$ cat config.mk
export PLATFORM = sky130hd
export DESIGN_NAME = key_click_classifier
export DESIGN_NICKNAME = d
export VERILOG_FILES = /design/src/rtl/kcc_pkg.sv /design/src/rtl/key_click_classifier.sv /design/src/rtl/kcc_lane.sv /design/src/rtl/kcc_merge.sv
export SDC_FILE = /design/constraint.sdc
export NUM_CORES = 1
export LEC_CHECK = 0
export BUFFER_PORTS_ARGS = -buffer_cell sky130_fd_sc_hd__buf_2
export CORE_AREA = 8 8 152 190
export DETAILED_ROUTE_END_ITERATION = 6
export DIE_AREA = 0 0 160 198
export HOLD_SLACK_MARGIN = 0.12
export PLACE_DENSITY = 0.71
export SYNTH_ARGS = -nofsm -noshare
export SYNTH_HDL_FRONTEND = slang
export SYNTH_SLANG_ARGS = --single-unit
$ cat constraint.sdc
create_clock -name aclk -period 5.5 [get_ports aclk]
set_input_delay 0.275 -clock aclk [delete_from_list [all_inputs] [get_ports aclk]]
set_output_delay 0.275 -clock aclk [all_outputs]
set_load 0.05 [all_outputs]
$ cat src/rtl/kcc_pkg.sv
package kcc_pkg;

    // Fixed field widths
    localparam int LEVEL_W  = 4;
    localparam int INDEX_W  = 2;
    localparam int CODE_W   = 2;
    localparam int COUNT_W  = 16;
    localparam int CFG_IDX_W = 1;

    // Configuration register indexes
    localparam logic [CFG_IDX_W-1:0] REG_LONG_PRESS   = 1'b0;
    localparam logic [CFG_IDX_W-1:0] REG_CLICK_WINDOW = 1'b1;

    // Register reset values
    localparam logic [COUNT_W-1:0] LONG_PRESS_RESET   = 16'd100;
    localparam logic [COUNT_W-1:0] CLICK_WINDOW_RESET = 16'd20;

    // Command codes
    localparam logic CMD_SCAN = 1'b0;
    localparam logic CMD_READ = 1'b1;

    // Event codes returned on read
    localparam logic [CODE_W-1:0] EV_NONE   = 2'd0;
    localparam logic [CODE_W-1:0] EV_PUSH   = 2'd1;
    localparam logic [CODE_W-1:0] EV_LONG   = 2'd2;
    localparam logic [CODE_W-1:0] EV_DOUBLE = 2'd3;

    // Pending flag positions
    localparam int FLAG_PUSH   = 0;
    localparam int FLAG_LONG   = 1;
    localparam int FLAG_DOUBLE = 2;
    localparam int FLAG_W      = 3;

    // Per-key phase
    typedef enum logic [4:0] {
        PH_IDLE    = 5'b00001,
        PH_PRESS   = 5'b00010,
        PH_HOLD    = 5'b00100,
        PH_DBLWAIT = 5'b01000,
        PH_RELEASE = 5'b10000
    } phase_t;

    // Timing configuration shared by all lanes
    typedef struct packed {
        logic [COUNT_W-1:0] long_press_ticks;
        logic [COUNT_W-1:0] click_window_ticks;
    } timing_cfg_t;

    // Per-lane control for one accepted request
    typedef struct packed {
        logic scan;
        logic rd;
        logic down;
    } lane_ctrl_t;

endpackage

$ cat src/rtl/key_click_classifier.sv
// Key click classifier: one lane per key tracks press, hold, double-click
// window and release, and keeps pending single/long/double flags.
// Input channel (s_valid/s_ready): s_cmd scan carries s_key_levels, one
// pressed bit per key; s_cmd read returns and clears the highest-priority
// pending event of key s_key_index (push, then long, then double).
// Result channel (m_valid/m_ready): one m_event_code per read request,
// none for a scan. Config channel (cfg_valid/cfg_ready, always ready):
// index 0 long_press_ticks, index 1 click_window_ticks.
// A read result is in the output register the cycle after the request
// is accepted. One request per cycle while results are taken; all lanes
// update in parallel and the single output register sets the pace.
// When the receiver stalls with a result held, s_ready drops until that
// result is taken; nothing is lost. Reset puts every key in idle, clears
// all counters and flags, empties the output and loads the register
// defaults (100 and 20 ticks).
module key_click_classifier #(
    parameter int KEYS = 4
) (
    input  logic                                aclk,
    input  logic                                aresetn,
    input  logic                                s_valid,
    output logic                                s_ready,
    input  logic                                s_cmd,
    input  logic [kcc_pkg::LEVEL_W-1:0]         s_key_levels,
    input  logic [kcc_pkg::INDEX_W-1:0]         s_key_index,
    output logic                                m_valid,
    input  logic                                m_ready,
    output logic [kcc_pkg::CODE_W-1:0]          m_event_code,
    input  logic                                cfg_valid,
    output logic                                cfg_ready,
    input  logic [kcc_pkg::CFG_IDX_W-1:0]       cfg_index,
    input  logic [kcc_pkg::COUNT_W-1:0]         cfg_data
);

    kcc_pkg::timing_cfg_t                  cfg_reg, cfg_next;
    logic                                  s_accept;
    logic                                  rd_accept;
    logic                                  out_free;
    logic [KEYS-1:0][kcc_pkg::CODE_W-1:0]  lane_codes;

    // Configuration registers
    assign cfg_ready = 1'b1;

    always_comb begin
        cfg_next = cfg_reg;
        if (cfg_valid) begin
            case (cfg_index)
                kcc_pkg::REG_LONG_PRESS:   cfg_next.long_press_ticks   = cfg_data;
                kcc_pkg::REG_CLICK_WINDOW: cfg_next.click_window_ticks = cfg_data;
                default:                   cfg_next = cfg_reg;
            endcase
        end
    end

    always_ff @(posedge aclk) begin
        if (!aresetn) begin
            cfg_reg.long_press_ticks   <= kcc_pkg::LONG_PRESS_RESET;
            cfg_reg.click_window_ticks <= kcc_pkg::CLICK_WINDOW_RESET;
        end else begin
            cfg_reg <= cfg_next;
        end
    end

    // Request handshake
    assign s_ready   = out_free;
    assign s_accept  = s_valid && s_ready;
    assign rd_accept = s_accept && (s_cmd == kcc_pkg::CMD_READ);

    // One lane per key
    for (genvar k = 0; k < KEYS; k++) begin : g_lane
        kcc_pkg::lane_ctrl_t ctrl;

        assign ctrl.scan = s_accept && (s_cmd == kcc_pkg::CMD_SCAN);
        assign ctrl.rd   = rd_accept && (6'(s_key_index) == 6'(k));
        if (k < kcc_pkg::LEVEL_W) begin : g_level
            assign ctrl.down = s_key_levels[k];
        end else begin : g_released
            assign ctrl.down = 1'b0;
        end

        kcc_lane u_lane (
            .aclk       (aclk),
            .aresetn    (aresetn),
            .cfg        (cfg_reg),
            .ctrl       (ctrl),
            .event_code (lane_codes[k])
        );
    end

    // Merge lane results into the output register
    kcc_merge #(
        .KEYS (KEYS)
    ) u_merge (
        .aclk         (aclk),
        .aresetn      (aresetn),
        .rd_accept    (rd_accept),
        .rd_index     (s_key_index),
        .lane_codes   (lane_codes),
        .out_free     (out_free),
        .m_valid      (m_valid),
        .m_ready      (m_ready),
        .m_event_code (m_event_code)
    );

endmodule

$ cat src/rtl/kcc_lane.sv
module kcc_lane (
    input  logic                          aclk,
    input  logic                          aresetn,
    input  kcc_pkg::timing_cfg_t          cfg,
    input  kcc_pkg::lane_ctrl_t           ctrl,
    output logic [kcc_pkg::CODE_W-1:0]    event_code
);

    kcc_pkg::phase_t                    phase_reg, phase_next;
    logic [kcc_pkg::COUNT_W-1:0]        hold_reg, hold_next;
    logic [kcc_pkg::COUNT_W-1:0]        gap_reg, gap_next;
    logic [kcc_pkg::FLAG_W-1:0]         pend_reg, pend_next;
    logic [kcc_pkg::COUNT_W-1:0]        hold_inc;
    logic [kcc_pkg::COUNT_W-1:0]        gap_inc;

    // Saturating increments
    assign hold_inc = (hold_reg != '1) ? hold_reg + 1'b1 : hold_reg;
    assign gap_inc  = (gap_reg  != '1) ? gap_reg  + 1'b1 : gap_reg;

    // Report highest-priority pending event
    always_comb begin
        if (pend_reg[kcc_pkg::FLAG_PUSH]) begin
            event_code = kcc_pkg::EV_PUSH;
        end else if (pend_reg[kcc_pkg::FLAG_LONG]) begin
            event_code = kcc_pkg::EV_LONG;
        end else if (pend_reg[kcc_pkg::FLAG_DOUBLE]) begin
            event_code = kcc_pkg::EV_DOUBLE;
        end else begin
            event_code = kcc_pkg::EV_NONE;
        end
    end

    // Advance the key phase on a scan, clear one flag on a read
    always_comb begin
        phase_next = phase_reg;
        hold_next  = hold_reg;
        gap_next   = gap_reg;
        pend_next  = pend_reg;
        if (ctrl.scan) begin
            case (phase_reg)
                kcc_pkg::PH_IDLE: begin
                    if (ctrl.down) begin
                        phase_next = kcc_pkg::PH_PRESS;
                    end
                end
                kcc_pkg::PH_PRESS: begin
                    if (ctrl.down) begin
                        phase_next = kcc_pkg::PH_HOLD;
                        hold_next  = '0;
                    end else begin
                        phase_next = kcc_pkg::PH_IDLE;
                    end
                end
                kcc_pkg::PH_HOLD: begin
                    if (ctrl.down) begin
                        hold_next = hold_inc;
                        if (hold_inc >= cfg.long_press_ticks) begin
                            hold_next  = '0;
                            phase_next = kcc_pkg::PH_RELEASE;
                            pend_next[kcc_pkg::FLAG_LONG] = 1'b1;
                        end
                    end else begin
                        hold_next  = '0;
                        gap_next   = '0;
                        phase_next = kcc_pkg::PH_DBLWAIT;
                    end
                end
                kcc_pkg::PH_DBLWAIT: begin
                    gap_next = gap_inc;
                    if (ctrl.down && gap_inc <= cfg.click_window_ticks) begin
                        phase_next = kcc_pkg::PH_RELEASE;
                        gap_next   = '0;
                        pend_next[kcc_pkg::FLAG_DOUBLE] = 1'b1;
                    end else if (!ctrl.down && gap_inc > cfg.click_window_ticks) begin
                        phase_next = kcc_pkg::PH_IDLE;
                        gap_next   = '0;
                        pend_next[kcc_pkg::FLAG_PUSH] = 1'b1;
                    end
                end
                kcc_pkg::PH_RELEASE: begin
                    if (!ctrl.down) begin
                        phase_next = kcc_pkg::PH_IDLE;
                    end
                end
                default: begin
                    phase_next = kcc_pkg::PH_IDLE;
                end
            endcase
        end else if (ctrl.rd) begin
            case (event_code)
                kcc_pkg::EV_PUSH:   pend_next[kcc_pkg::FLAG_PUSH]   = 1'b0;
                kcc_pkg::EV_LONG:   pend_next[kcc_pkg::FLAG_LONG]   = 1'b0;
                kcc_pkg::EV_DOUBLE: pend_next[kcc_pkg::FLAG_DOUBLE] = 1'b0;
                default:            pend_next = pend_reg;
            endcase
        end
    end

    // Hold lane state
    always_ff @(posedge aclk) begin
        if (!aresetn) begin
            phase_reg <= kcc_pkg::PH_IDLE;
            hold_reg  <= '0;
            gap_reg   <= '0;
            pend_reg  <= '0;
        end else begin
            phase_reg <= phase_next;
            hold_reg  <= hold_next;
            gap_reg   <= gap_next;
            pend_reg  <= pend_next;
        end
    end

endmodule

$ cat src/rtl/kcc_merge.sv
module kcc_merge #(
    parameter int KEYS = 4
) (
    input  logic                                   aclk,
    input  logic                                   aresetn,
    input  logic                                   rd_accept,
    input  logic [kcc_pkg::INDEX_W-1:0]            rd_index,
    input  logic [KEYS-1:0][kcc_pkg::CODE_W-1:0]   lane_codes,
    output logic                                   out_free,
    output logic                                   m_valid,
    input  logic                                   m_ready,
    output logic [kcc_pkg::CODE_W-1:0]             m_event_code
);

    localparam int SEL_W = 6;

    logic                          valid_reg, valid_next;
    logic [kcc_pkg::CODE_W-1:0]    code_reg, code_next;
    logic [kcc_pkg::CODE_W-1:0]    sel_code;
    logic [SEL_W-1:0]              sel_index;

    // Pick the addressed lane; an index beyond the lanes reads as no event
    assign sel_index = SEL_W'(rd_index);
    always_comb begin
        sel_code = kcc_pkg::EV_NONE;
        for (int k = 0; k < KEYS; k++) begin
            if (sel_index == SEL_W'(k)) begin
                sel_code = lane_codes[k];
            end
        end
    end

    // Output register frees when empty or being drained
    assign out_free = !valid_reg || m_ready;

    always_comb begin
        valid_next = valid_reg;
        code_next  = code_reg;
        if (m_ready) begin
            valid_next = 1'b0;
        end
        if (rd_accept) begin
            valid_next = 1'b1;
            code_next  = sel_code;
        end
    end

    always_ff @(posedge aclk) begin
        if (!aresetn) begin
            valid_reg <= 1'b0;
        end else begin
            valid_reg <= valid_next;
        end
    end

    always_ff @(posedge aclk) begin
        code_reg <= code_next;
    end

    assign m_valid      = valid_reg;
    assign m_event_code = code_reg;

endmodule

======== Yosys cells after proc, flatten, opt, wreduce, memory -nomap -nowiden ========
Index checks and enable logic that the tools add are counted.
cells by class
  $add $sub $neg .......................... 8
  $lt $le $gt $ge ......................... 12
  equal/unequal tests ..................... 95
  mux-type cells .......................... 142
  bitwise operators ....................... 2
  reduce and logical (&&, ||, !) cells .... 74
operators by type and width
  operator                                                                  count
  16-bit two-way mux                                                        32
  16-bit one-hot mux with 2 select lines                                    8
  16-bit by 1-bit adder with 16-bit output (second input constant)          8
  16-bit inequality test (second input constant)                            8
  5-bit two-way mux                                                         24
  5-bit one-hot mux with 5 select lines                                     4
  16-bit greater-or-equal comparator                                        4
  16-bit greater-than comparator                                            4
  16-bit less-or-equal comparator                                           4
  5-bit AND reduction                                                       12
  2-bit nonzero test                                                        25
  2-bit inequality test (second input constant)                             24
  1-bit two-way mux                                                         46
  2-bit by 1-bit inequality test with 1-bit output (second input constant)  20
  3-bit two-way mux                                                         12
  2-bit two-way mux                                                         16
  3-bit AND reduction                                                       8
  2-bit equality test (second input constant)                               10
  5-bit by 1-bit equality test with 1-bit output (second input constant)    4
  5-bit by 2-bit equality test with 1-bit output (second input constant)    4
  5-bit by 3-bit equality test with 1-bit output (second input constant)    4
  5-bit by 4-bit equality test with 1-bit output (second input constant)    4
  5-bit equality test (second input constant)                               4
  4-bit AND reduction                                                       4
  10 further kinds                                                          40
storage, ports and cells
  bits in registers ....................... 195
  input bits .............................. 29
  output and inout port bits .............. 5
  logic and storage cells ................. 361

======== Logic depth before layout (Yosys ltp) ========
Gate-level depths: netlist of the first run.
  depth in word-level cells ............... 8
  depth in mapped cells ................... 17
  mapped depth without buffers ............ 15

======== Cells and area by module ========
From an unflattened synthesis of the first run, not the netlist that was laid out.
second synthesis, totals
  cell total of the unflattened synthesis .. 1,927
  area total of the unflattened synthesis .. 15,080.7 um^2
modules (own cells, without submodules)
  module                           times used  cells an instance  area an instance (um^2)  sequential area each (um^2)
  kcc_lane (g_lane[0].u_lane ...)  3           443                3,390.8                  800.8
  kcc_lane (g_lane[3].u_lane)      1           451                3,457.1                  800.8
  key_click_classifier             1           139                1,301.2                  640.6
  kcc_merge                        1           8                  150.1                    80.1

======== Worst setup path before layout of the first run ========
Ideal clock, no wire load.
  kind .................................... reg-to-reg
  start point ............................. reg g_lane[1].u_lane.gap_reg[3] (netlist name)
  end point ............................... reg g_lane[1].u_lane.gap_reg[6] (netlist name)
  library setup time ...................... 72 ps
  arrival time ............................ 3,887 ps
  data required time ...................... 5,428 ps
  setup slack ............................. 1,541 ps
  cell stages (with the launch flop) ...... 16
  path buffers ............................ 1
  period minus slack after synthesis ...... 3,959 ps
  cells stage by stage .................... dfxtp_1 > buf_2 > and4_1 > nand4_2 > or4_1 > nor2b_1 > and3_1 > xor2_1 > ha_1 > nand4_1 > or3_1 > or3_4 > o32a_1 > and2_4 > or4_1 > mux2i_1
on the way
  cells in the longest elaborated chain, start to end .. 7
  elaborated cells on any way between the ends .. 10
ends and longest elaborated chain
  item                                                                                RTL line         source
  from (decl)                                                                         kcc_lane.sv:11   logic [kcc_pkg::COUNT_W-1:0] gap_reg, gap_next;
  from (signal assigned)                                                              kcc_lane.sv:109  gap_reg <= gap_next;
  16-bit by 1-bit adder with 16-bit output or 16-bit inequality test (tied branches)  kcc_lane.sv:18   assign gap_inc = (gap_reg != '1) ? gap_reg + 1'b1 : gap_reg;
  16-bit two-way mux (*)                                                              kcc_lane.sv:18
  16-bit greater-than comparator                                                      kcc_lane.sv:74   end else if (!ctrl.down && gap_inc > cfg.click_window_ticks) begin
  1-bit logical AND                                                                   kcc_lane.sv:74
  16-bit two-way mux                                                                  kcc_lane.sv:74
  16-bit two-way mux (*)                                                              kcc_lane.sv:70   if (ctrl.down && gap_inc <= cfg.click_window_ticks) begin
  16-bit one-hot mux with 2 select lines (*)                                          kcc_lane.sv:40   case (phase_reg)
Every way passes the cells marked *; elsewhere a longest branch is shown, timed or not.
A chain may end at the register's enable or synchronous reset.

======== Worst setup path after layout of the first run ========
  start point ............................. reg g_lane[1].u_lane.gap_reg[3] (netlist name)
  end point ............................... reg g_lane[1].u_lane.phase_reg[2]
on the way
  cells in the longest elaborated chain, start to end .. 6
  elaborated cells on any way between the ends .. 11
ends and longest elaborated chain
  item                                                                                             RTL line                        source
  16-bit by 1-bit adder with 16-bit output or 16-bit inequality test (tied branches)               kcc_lane.sv:18
  16-bit two-way mux (*)                                                                           kcc_lane.sv:18
  16-bit greater-than comparator or 16-bit less-or-equal comparator (tied branches)                kcc_lane.sv:74, kcc_lane.sv:70
  1-bit logical AND (on tied branches)                                                             kcc_lane.sv:74, kcc_lane.sv:70
  3-bit by 1-bit inequality test with 1-bit output (no line) or 5-bit two-way mux (tied branches)  -
  5-bit AND reduction (no line) or 5-bit one-hot mux with 5 select lines (tied branches)           -
  to (signal assigned)                                                                             kcc_lane.sv:102                 phase_reg <= kcc_pkg::PH_IDLE;
  to (signal assigned)                                                                             kcc_lane.sv:107                 phase_reg <= phase_next;
  to (decl)                                                                                        kcc_lane.sv:9                   kcc_pkg::phase_t phase_reg, phase_next;
Marks and branches as above.

==> results of run 1 <==
[per-stage QoR]
stage,power [uW],std cells,utilization [%],hold WS [ns]
after floorplan,1660,1803,-,0.411
after global placement,1730,2107,55.7,0.441
after detailed placement,1740,2107,55.7,0.447
after CTS,3040,2155,58.6,0.129
after global routing,3130,2155,58.6,0.164
final,3040,2155,58.6,0.138
[layout by cell type (no fill, tap or decap), types with 12 or more instances in the layout]
master	n
nand2_1	264
dfxtp_1	193
a21oi_1	163
ha_1	136
nor2_1	128
nand3_1	101
o21ai_0	73
nand4_1	68
xnor2_1	58
inv_1	54
nor3_1	34
buf_2	32
xor2_1	29
a31oi_1	28
mux2i_1	23
and3_1	20
nor2b_1	20
mux2_2	18
or3_1	18
clkbuf_16	18
a22o_1	17
nor4_1	16
a41oi_1	16
dlygate4sd3_1	16
and4_1	15
o211ai_1	15
a22oi_1	15
nand2b_1	14
buf_4	14
o21a_1	13
nand3b_1	13
or4_1	12
a211oi_1	12
a21o_1	12
[cell type report]
cell class	instances	area, um2
Clock buffer	18	450
Clock inverter	14	155
Fill cell	2391	10700
Inverter	55	209
Multi-Input combinational cell	1471	9520
Sequential cell	195	3920
Tap cell	340	425
Timing Repair Buffer	62	425
[power breakdown]
part | internal (uW) | switching (uW)
registers | 1430 | 15.9
clock network | 676 | 641
logic | 87.8 | 186
total | 2190 | 843
[timing repair]
item                                   CTS  global route
setup buffers                            0             0
hold buffers                            16             0
endpoints found under the hold margin   31             0
[logic make-up (layout without fill, tap and decap cells)]
logic type,count (synthesis),after routing,synth area share [%]
other,1,1,0.0268
flip-flops,195,195,28.1
AO/OA/AOI/OAI,431,431,19.7
XOR/XNOR,87,87,5.46
multiplexers,41,41,3.10
AND/OR/NAND/NOR,775,775,27.6
adder cells (fa/ha/maj),136,136,12.2
buffers and inverters,137,149,3.80
[worst max-delay path: cells and delay by family (launching register included)]
kind	cells	cell delay [ns]
adder cells (fa/ha/maj)	1	0.28
XOR/XNOR	1	0.15
multiplexers	1	0.22
AO/OA/AOI/OAI	1	0.14
AND/OR/NAND/NOR	10	3.28
flip-flops	1	0.46
[routing by layer]
layer	global-route usage, %	routed length (um)	up-vias
li1	-	-	6641
met3	3.41	1960	94
met1	29.1	16500	6308
met4	11.2	1550	0
met2	41.0	18600	358
met5	0	0	-
[path summary, 6_finish.rpt]
kind | startpoint | end | slack, ns | cells after the start
worst min-delay path | cfg_index | cfg_reg[25]$_SDFFE_PN0P_ | 0.14 | 4
worst min register to register | cfg_reg[26]$_SDFFE_PN0P_ | cfg_reg[26]$_SDFFE_PN0P_ | 0.46 | 2
worst max-delay path | g_lane[1].u_lane.gap_reg[3]$_SDFFE_PN0P_ | g_lane[1].u_lane.phase_reg[2]$_SDFFE_PN0P_ | 0.90 | 14
worst max register to register | g_lane[1].u_lane.gap_reg[3]$_SDFFE_PN0P_ | g_lane[1].u_lane.phase_reg[2]$_SDFFE_PN0P_ | 0.90 | 14
==> impl_metrics.json, run 1 <==
{
  "synth.distinct_cells": 81,
  "synth_warnings": 0,
  "clkLatencyLatePin_ns": 0.45,
  "syn_area_um2": 14000,
  "cts_root_buf": "clkbuf_16",
  "worst_pin_slew_ns": 1.01,
  "slew-limit-headroom_pct": 32.8,
  "path_clk_slew_ns": 0.08,
  "cts_resized": 0,
  "crit_fanout": 13,
  "synthMostInstantiatedCell": "nand2_1",
  "grt_overflow_total": 0,
  "worstPathCellList": "and4_1, nand4_2, or4_1, nor2b_1, and3_1, xor2_1, ha_1, nand4_1, or3_1, or3_4, o311ai_0, nand2_1, nor2_1, mux2i_1",
  "clock-sinks": 195,
  "rows": 66,
  "drc": 0,
  "area_delta_synth_final_pct": 8.14,
  "place_ws_ns": 0.939,
  "start_util_pct": 54.2,
  "cts_buffers": 17,
  "maxCapViolations": 0,
  "diodes": 0,
  "totalWireLength_mm": 38.7,
  "ys_top_cells_by_count": "264 x nand2_1, 193 x dfxtp_1, 163 x a21oi_1, 136 x ha_1, 129 x nor2_1",
  "drt-wirelength-per-cell_um": 18.0,
  "placed_area_um2": 14300,
  "grt_antenna_before_repair": 0,
  "dr.pass1.iters": 5,
  "grt_setup_unrepaired": "false",
  "cts_tree": "built",
  "start_kind": "register",
  "ys_async_sr_fraction_pct": 0,
  "synth_edf_count": 2,
  "synth.avg_cell_area_um2": 7.75,
  "required_ns": 5.88,
  "synth_top_cell_by_area": "dfxtp_1",
  "slew_violations": 0,
  "slowest_stage": "or4_1",
  "detailedRoute.firstIterationViolations": 1113,
  "syn_inst": 1803,
  "syn-num-nets": 1968,
  "max_stage_delay_ns": 0.73,
  "hold_viol_final": 0,
  "outcome": "finished clean",
  "synth_ff_type": "dfxtp_1",
  "postLayoutCellArea_um2": 15100,
  "final_layout_size_suffix_gt1_share_pct": 6.39,
  "cp.arrival_ns": 4.99,
  "final_net_count": 1967,
  "grt_pass1_vias": 12366,
  "worstHoldPathType": "input port to register",
  "place_congestion": 0.913,
  "port-buffer-count": 32,
  "powerDensity_nw_per_um2": 201,
  "grt_usage_pct": 23.9,
  "fmax_ghz": 0.217,
  "grt_max_degree": 84,
  "tns_ns": 0,
  "vias_per_cell": 6.22,
  "fp.coreArea_um2": 25800,
  "post-route-period-util_pct": 83.7,
  "p_leak_uw": 0.00583,
  "ys_seq_elements": 195,
  "fp.dieH_um": 198,
  "grt_pass1_wl_mm": 62.1,
  "fin_worst_skew_ns": 0.00960,
  "cts_buffer_depth": 2,
  "yosysSeqAreaShare_pct": 28.1,
  "ir_drop_mv": 0.211,
  "setup_ws_ns": 0.896,
  "dieArea_um2": 31700,
  "antenna_left": 0,
  "synth_top_area_share_pct": 27.7,
  "dp_hpwl_mm": 28.5,
  "layout_min_cycle_time_ns": 4.60,
  "h-tree-depth": 4,
  "crit_type": "register to register",
  "ios": 34,
  "vias": 13401,
  "synthTopCellsByArea": "dfxtp_1 28%, ha_1 12%, nand2_1 7.1%",
  "crit_path_end_kind": "register",
  "setup_viol": 0,
  "die_w_um": 160
}
Note: power is estimated with default switching activity, not from simulation.
==> run 2, diff against run 1 <==
--- a/config.mk
+++ b/config.mk
@@ -10,7 +10,7 @@
 export DETAILED_ROUTE_END_ITERATION = 6
 export DIE_AREA = 0 0 160 198
 export HOLD_SLACK_MARGIN = 0.12
-export PLACE_DENSITY = 0.71
+export PLACE_DENSITY = 0.73
 export SYNTH_ARGS = -nofsm -noshare
 export SYNTH_HDL_FRONTEND = slang
 export SYNTH_SLANG_ARGS = --single-unit
==> constraint.sdc (replaced) <==
create_clock -name aclk -period 3.93 [get_ports aclk]
set_input_delay 0.1965 -clock aclk [delete_from_list [all_inputs] [get_ports aclk]]
set_output_delay 0.1965 -clock aclk [all_outputs]
set_load 0.05 [all_outputs]
==> impl_metrics.json, run 2 (same netlist as run 1, synthesis figures left out) <==
{
  "outcome": "finished clean",
  "cts_tree": "built",
  "post-route-period-util_pct": 99.0,
  "p_leak_uw": 0.00622,
  "setup_viol": 0,
  "place_congestion": 0.985,
  "crit_type": "register to register",
  "grt_pass1_vias": 13031,
  "grt_antenna_before_repair": 0,
  "fp.dieH_um": 198,
  "final_net_count": 2038,
  "worstHoldPathType": "input port to register",
  "detailedRoute.firstIterationViolations": 1205,
  "dr.pass1.iters": 7,
  "rows": 66,
  "crit_fanout": 3,
  "start_kind": "register",
  "maxCapViolations": 0,
  "cts_buffers": 17,
  "antenna_left": 0,
  "layout_commonest_cell": "nand2_1",
  "grt_usage_pct": 24.8,
  "drt-wirelength-per-cell_um": 18.4,
  "cp.arrival_ns": 4.27,
  "timing.rr.start": "g_lane[1].u_lane.gap_reg[3]$_SDFFE_PN0P_",
  "vias": 14074,
  "port-buffer-count": 32,
  "cts_root_buf": "clkbuf_16",
  "clock-sinks": 195,
  "dieArea_um2": 31700,
  "hold_start": "s_key_levels[2]",
  "post-place-cells": 2167,
  "r2r-end": "g_lane[1].u_lane.gap_reg[6]$_SDFFE_PN0P_",
  "totalWireLength_mm": 41.0,
  "area_delta_synth_final_pct": 13.7,
  "min_path_cells": 3,
  "cts_buffer_depth": 2,
  "grt_max_degree": 84,
  "whs_ns": 0.143,
  "num-fill-cells": 2303,
  "r2r_cells": 14,
  "crit_path_end_kind": "register",
  "fmax_ghz": 0.257,
  "start_util_pct": 54.2,
  "hold_viol_final": 0,
  "clkLatencyLatePin_ns": 0.45,
  "worst_pin_slew_ns": 1.10,
  "dp_hpwl_mm": 29.6,
  "slew_violations": 0,
  "drc": 0,
  "ir_drop_mv": 0.254,
  "h-tree-depth": 4,
  "die_w_um": 160,
  "grt_overflow_total": 0,
  "path_clk_slew_ns": 0.07,
  "fin_cells": 2226,
  "vias_per_cell": 6.32,
  "r2r_setup_slack_ns": 0.04,
  "powerDensity_nw_per_um2": 267,
  "fin_worst_skew_ns": 0.0125,
  "required_ns": 4.31,
  "ios": 34,
  "slew-limit-headroom_pct": 26.7,
  "layout_common_cells": "263 x nand2_1, 182 x dfxtp_1, 159 x a21oi_1, 134 x ha_1, 124 x nor2_1",
  "diodes": 0,
  "layout_min_cycle_time_ns": 3.89,
  "final_layout_size_suffix_gt1_share_pct": 12.8,
  "grt_pass1_wl_mm": 64.7,
  "fp.coreArea_um2": 25800,
  "holdPathEnd": "g_lane[2].u_lane.phase_reg[2]$_SDFFE_PN0P_"
}
==> run 2: cell count changes in the layout (fill, tap and decap cells not counted), sizes merged <==
cell,previous run,this run
clkinvlp,0,1
clkbuf,18,20
dlygate4sd3,16,18
inv,64,59
buf,46,115
clkinv,4,5
bufinv,1,2
==> run 2: worst max-delay path, cell delays in order (launching register included) <==
cell	delay, ns
dfxtp_1	0.33
and4_4	0.26
nand4_4	0.10
or4_4	0.50
nor2b_2	0.18
and3_4	0.19
xor2_1	0.15
ha_1	0.28
nand4_1	0.15
or3_4	0.39
or3_4	0.36
o32a_1	0.18
and2_4	0.17
or4_1	0.45
mux2i_1	0.12
==> run 2: through the flow <==
stage                     utilization, %  setup TNS, ns  cell area (um2)  worst slack (ns)  total power, uW
after floorplan                        -              0            14000            0.0129             2320
after global placement              57.5              0            14800            0.0801             2430
after detailed placement            57.5        -0.0248            14800           -0.0248             2440
after CTS                           60.5              0            15600          0.000259             4250
after global routing                61.6         -0.467            15900           -0.0867             4380
final                               61.6              0            15900            0.0387             4240
==> run 2: how the worst max path moves through the flow <==
| stage | from | endpoint | cells after the start |
|---|---|---|---|
| final | g_lane[1].u_lane.gap_reg[3]$_SDFFE_PN0P_ | g_lane[1].u_lane.gap_reg[6]$_SDFFE_PN0P_ | 14 |
| after global routing | g_lane[1].u_lane.gap_reg[3]$_SDFFE_PN0P_ | g_lane[1].u_lane.gap_reg[0]$_SDFFE_PN0P_ | 15 |
| after detailed placement | g_lane[3].u_lane.gap_reg[5]$_SDFFE_PN0P_ | g_lane[3].u_lane.gap_reg[4]$_SDFFE_PN0P_ | 12 |
| after floorplan | g_lane[1].u_lane.gap_reg[3]$_SDFFE_PN0P_ | g_lane[1].u_lane.gap_reg[6]$_SDFFE_PN0P_ | 15 |
| after CTS | g_lane[1].u_lane.gap_reg[0]$_SDFFE_PN0P_ | g_lane[1].u_lane.gap_reg[6]$_SDFFE_PN0P_ | 14 |
| after global placement | g_lane[1].u_lane.gap_reg[6]$_SDFFE_PN0P_ | g_lane[1].u_lane.gap_reg[6]$_SDFFE_PN0P_ | 14 |
==> run 2: layer usage <==
metal | global-route usage, % | part of all wire, % | vias to the layer above
li1 | - | - | 6785
met1 | 29.3 | 41 | 6682
met2 | 43.2 | 49 | 479
met3 | 3.55 | 5.2 | 128
met4 | 12.9 | 4.6 | 0
met5 | 0 | 0 | -
==> run 2: final cells by class <==
class                           count  area, um2  share of cell area (%)
Clock buffer                       20        447                    2.81
Timing Repair Buffer              133        967                    6.09
Multi-Input combinational cell   1471       9750                    61.4
Sequential cell                   195       3940                    24.8
Clock inverter                     12        148                   0.930
Inverter                           55        209                    1.32
Tap cell                          340        425                    2.68
==> run 2: timing repair <==
item,in CTS,in global routing
gates cloned,0,1
pin swaps,0,19
setup endpoints to repair,1,136
hold buffers,18,0
endpoints found under the hold margin,35,0
setup buffers,0,8
resized for setup,2,71
==> run 2: power breakdown <==
part	switching (uW)	leakage (uW)	internal, uW
registers	22.7	0.00158	2000
logic	273	0.00435	131
clock network	837	0.000289	972
==> run 3, diff against run 2 <==
--- a/config.mk
+++ b/config.mk
@@ -5,12 +5,13 @@
 export SDC_FILE = /design/constraint.sdc
 export NUM_CORES = 1
 export LEC_CHECK = 0
+export ABC_AREA = 1
 export BUFFER_PORTS_ARGS = -buffer_cell sky130_fd_sc_hd__buf_2
 export CORE_AREA = 8 8 152 190
 export DETAILED_ROUTE_END_ITERATION = 6
 export DIE_AREA = 0 0 160 198
 export HOLD_SLACK_MARGIN = 0.12
-export PLACE_DENSITY = 0.73
+export PLACE_DENSITY = 0.8
 export SYNTH_ARGS = -nofsm -noshare
 export SYNTH_HDL_FRONTEND = slang
 export SYNTH_SLANG_ARGS = --single-unit
==> impl_metrics.json, run 3 <==
{
  "post-route-period-util_pct": 90.5,
  "drt-wirelength-per-cell_um": 15.4,
  "start_kind": "register",
  "layout_common_cells": "491 x nand2_1, 252 x a21oi_1, 244 x inv_1, 193 x dfxtp_1, 188 x nor2_1",
  "multiInputGateArea_um2": 8950,
  "grt_pass1_wl_mm": 64.1,
  "fin_worst_skew_ns": 0.0286,
  "cts_root_buf": "clkbuf_16",
  "synth_ff_type": "dfxtp_1",
  "antenna_left": 0,
  "grt_usage_pct": 24.2,
  "clock-sinks": 195,
  "path_depth": 18,
  "num-fill-cells": 2402,
  "start_util_pct": 54.5,
  "synth_top_area_share_pct": 27.5,
  "place_congestion": 0.949,
  "slew-limit-headroom_pct": 30.7,
  "final_layout_size_suffix_gt1_share_pct": 5.97,
  "crit_type": "register to register",
  "r2r-end": "g_lane[2].u_lane.phase_reg[4]$_SDFFE_PN0P_",
  "fp.coreArea_um2": 25800,
  "crit_fanout": 7,
  "synthTopCellsByArea": "dfxtp_1 28%, nand2_1 13%, ha_1 12%",
  "synth_top_cell_by_area": "dfxtp_1",
  "fmax_ghz": 0.281,
  "critPathTopFamily": "simple AND/OR/NAND/NOR gates",
  "max_stage_delay_ns": 0.42,
  "clkLatencyLatePin_ns": 0.47,
  "slew_violations": 0,
  "synthMostInstantiatedCell": "nand2_1",
  "dr.pass1.iters": 6,
  "synth.distinct_cells": 55,
  "grt_antenna_before_repair": 1,
  "required_ns": 4.28,
  "worstHoldPathType": "input port to register",
  "ios": 34,
  "yosysSeqAreaShare_pct": 27.9,
  "place_ws_ns": 0.0851,
  "fp.dieH_um": 198,
  "area_delta_synth_final_pct": 8.92,
  "ys_top_cells_by_count": "491 x nand2_1, 253 x a21oi_1, 248 x inv_1, 193 x dfxtp_1, 190 x nor2_1",
  "grt_overflow_total": 0,
  "worstPathCellList": "ha_1, nand3_1, nor3_4, nand4_1, nor3_2, o21ai_0, nand2_1, ha_1, a21oi_1, o21ai_0, a21oi_1, nand4_1, nand2_1, inv_1, nand2_1, nand2_1, nand2_1, nor2_1",
  "synth.avg_cell_area_um2": 6.61,
  "worst_pin_slew_ns": 1.04,
  "cts_buffer_depth": 2,
  "crit_top_cell": "nand2_1",
  "layout_commonest_cell": "nand2_1",
  "setup_viol": 0,
  "min_path_cells": 3,
  "dieArea_um2": 31700,
  "grt_setup_unrepaired": "true",
  "crit_path_end_kind": "register",
  "dp_hpwl_mm": 27.6,
  "syn_inst": 2124,
  "path_clk_slew_ns": 0.07,
  "vias_per_cell": 5.71,
  "p_leak_uw": 0.00675,
  "holdPathEnd": "u_merge.m_event_code[1]$_DFFE_PP_",
  "totalWireLength_mm": 38.5,
  "die_w_um": 160,
  "setup_ws_ns": 0.372,
  "layout_min_cycle_time_ns": 3.56,
  "ys_async_sr_fraction_pct": 0,
  "ir_drop_mv": 0.290,
  "final_net_count": 2314,
  "rows": 66,
  "syn-num-nets": 2289,
  "cts_buffers": 17,
  "hold_viol_final": 0,
  "timing.rr.start": "g_lane[2].u_lane.hold_reg[0]$_SDFFE_PN0P_",
  "cp.arrival_ns": 3.91,
  "hold_start": "s_cmd",
  "powerDensity_nw_per_um2": 276,
  "diodes": 0,
  "port-buffer-count": 32,
  "cp_num_buf_inv": 1,
  "grt_pass1_vias": 13430,
  "whs_ns": 0.150,
  "r2r_cells": 18,
  "outcome": "finished clean",
  "grt_max_degree": 108,
  "h-tree-depth": 4,
  "seq_area_um2": 3920,
  "drc": 0,
  "ys_seq_elements": 195,
  "maxCapViolations": 0,
  "synth_warnings": 0,
  "vias": 14280,
  "syn_area_um2": 14000,
  "detailedRoute.firstIterationViolations": 1063,
  "slowest_stage": "dfxtp_1",
  "r2r_setup_slack_ns": 0.37,
  "synth_edf_count": 2,
  "cts_tree": "built"
}
[run 3: cell types whose count changed in the layout (fill, tap and decap cells not counted), moves of 24 or more]
cell,previous run,this run
nand2_1,263,491
inv_1,54,244
a21oi_1,159,252
buf_4,82,9
o21ai_0,71,142
nor2_1,124,188
xnor2_1,57,12
a31oi_1,28,3
xor2_1,29,53
[run 3: layout make-up]
| cell class | instances | area share, % |
|---|---|---|
| clock inverters | 14 | 0.777 |
| repair buffers | 63 | 3.12 |
| inverters | 253 | 6.28 |
| well taps | 340 | 2.78 |
| flip-flops and latches | 195 | 25.7 |
| clock buffers | 18 | 2.87 |
| multi-input cells | 1619 | 58.5 |
[run 3: metrics by stage]
stage	setup TNS (ns)	instances	utilization, %	total power [uW]	area (um2)
floorplan	0	2124	-	2390	14000
global placement	0	2448	56.1	2510	14500
detailed placement	0	2448	56.1	2530	14500
CTS	0	2499	59.0	4230	15200
global route	-0.0126	2502	59.4	4390	15300
finish	0	2502	59.4	4220	15300
[run 3: worst register-to-register path, stage by stage, from the launching register on]
cell and delay (ns):
dfxtp_1 0.42, ha_1 0.24, nand3_1 0.18, nor3_4 0.29
nand4_1 0.22, nor3_2 0.28, o21ai_0 0.13, nand2_1 0.12
ha_1 0.27, a21oi_1 0.13, o21ai_0 0.09, a21oi_1 0.22
nand4_1 0.28, nand2_1 0.14, inv_1 0.10, nand2_1 0.17
nand2_1 0.07, nand2_1 0.06, nor2_1 0.05
[run 3: layer usage]
| layer | wire length (um) | share of wire, % | vias to the layer above | GRT usage [%] |
|---|---|---|---|---|
| met1 | 15900 | 41 | 6530 | 28.2 |
| met2 | 18400 | 48 | 468 | 42.2 |
| li1 | - | - | 7153 | - |
| met4 | 1800 | 4.7 | 2 | 13.6 |
| met5 | 14 | 0.036 | - | 0 |
| met3 | 2390 | 6.2 | 127 | 3.66 |
[run 3: power breakdown]
| group | switching [uW] | leakage [uW] | internal (uW) |
|---|---|---|---|
| combinational | 325 | 0.00489 | 146 |
| sequential | 27.5 | 0.00158 | 2020 |
| clock | 862 | 0.000275 | 846 |
| total | 1210 | 0.00675 | 3010 |
[run 3: worst max path at each step]
stage	from	end	slack, ns
2_1_floorplan	g_lane[3].u_lane.gap_reg[0]$_SDFFE_PN0P_	g_lane[3].u_lane.gap_reg[15]$_SDFFE_PN0P_	0.94
3_3_place_gp	g_lane[1].u_lane.gap_reg[0]$_SDFFE_PN0P_	g_lane[1].u_lane.gap_reg[15]$_SDFFE_PN0P_	0.22
3_5_place_dp	g_lane[1].u_lane.gap_reg[0]$_SDFFE_PN0P_	g_lane[1].u_lane.gap_reg[0]$_SDFFE_PN0P_	0.09
4_1_cts	g_lane[1].u_lane.gap_reg[0]$_SDFFE_PN0P_	g_lane[1].u_lane.gap_reg[15]$_SDFFE_PN0P_	0.06
5_1_grt	g_lane[3].u_lane.gap_reg[1]$_SDFFE_PN0P_	g_lane[3].u_lane.gap_reg[14]$_SDFFE_PN0P_	-0.01
6_report	g_lane[2].u_lane.hold_reg[0]$_SDFFE_PN0P_	g_lane[2].u_lane.phase_reg[4]$_SDFFE_PN0P_	0.37
[run 3: kinds of logic after synthesis]
family	after synthesis	synth area share [%]
AO/OA/AOI/OAI	463	17.7
flip-flops	195	27.9
AND/OR/NAND/NOR	954	29.6
adder cells (fa/ha/maj)	136	12.1
other	1	0.0267
XOR/XNOR	65	4.05
buffers and inverters	310	8.54
[run 3: repair_timing]
action / 4_1_cts / 5_1_grt
setup buffers: 0 / 3
endpoints found under the hold margin: 34 / 0
hold buffers: 19 / 0
endpoints found under the setup margin: 0 / 88
resized for setup: 0 / 10
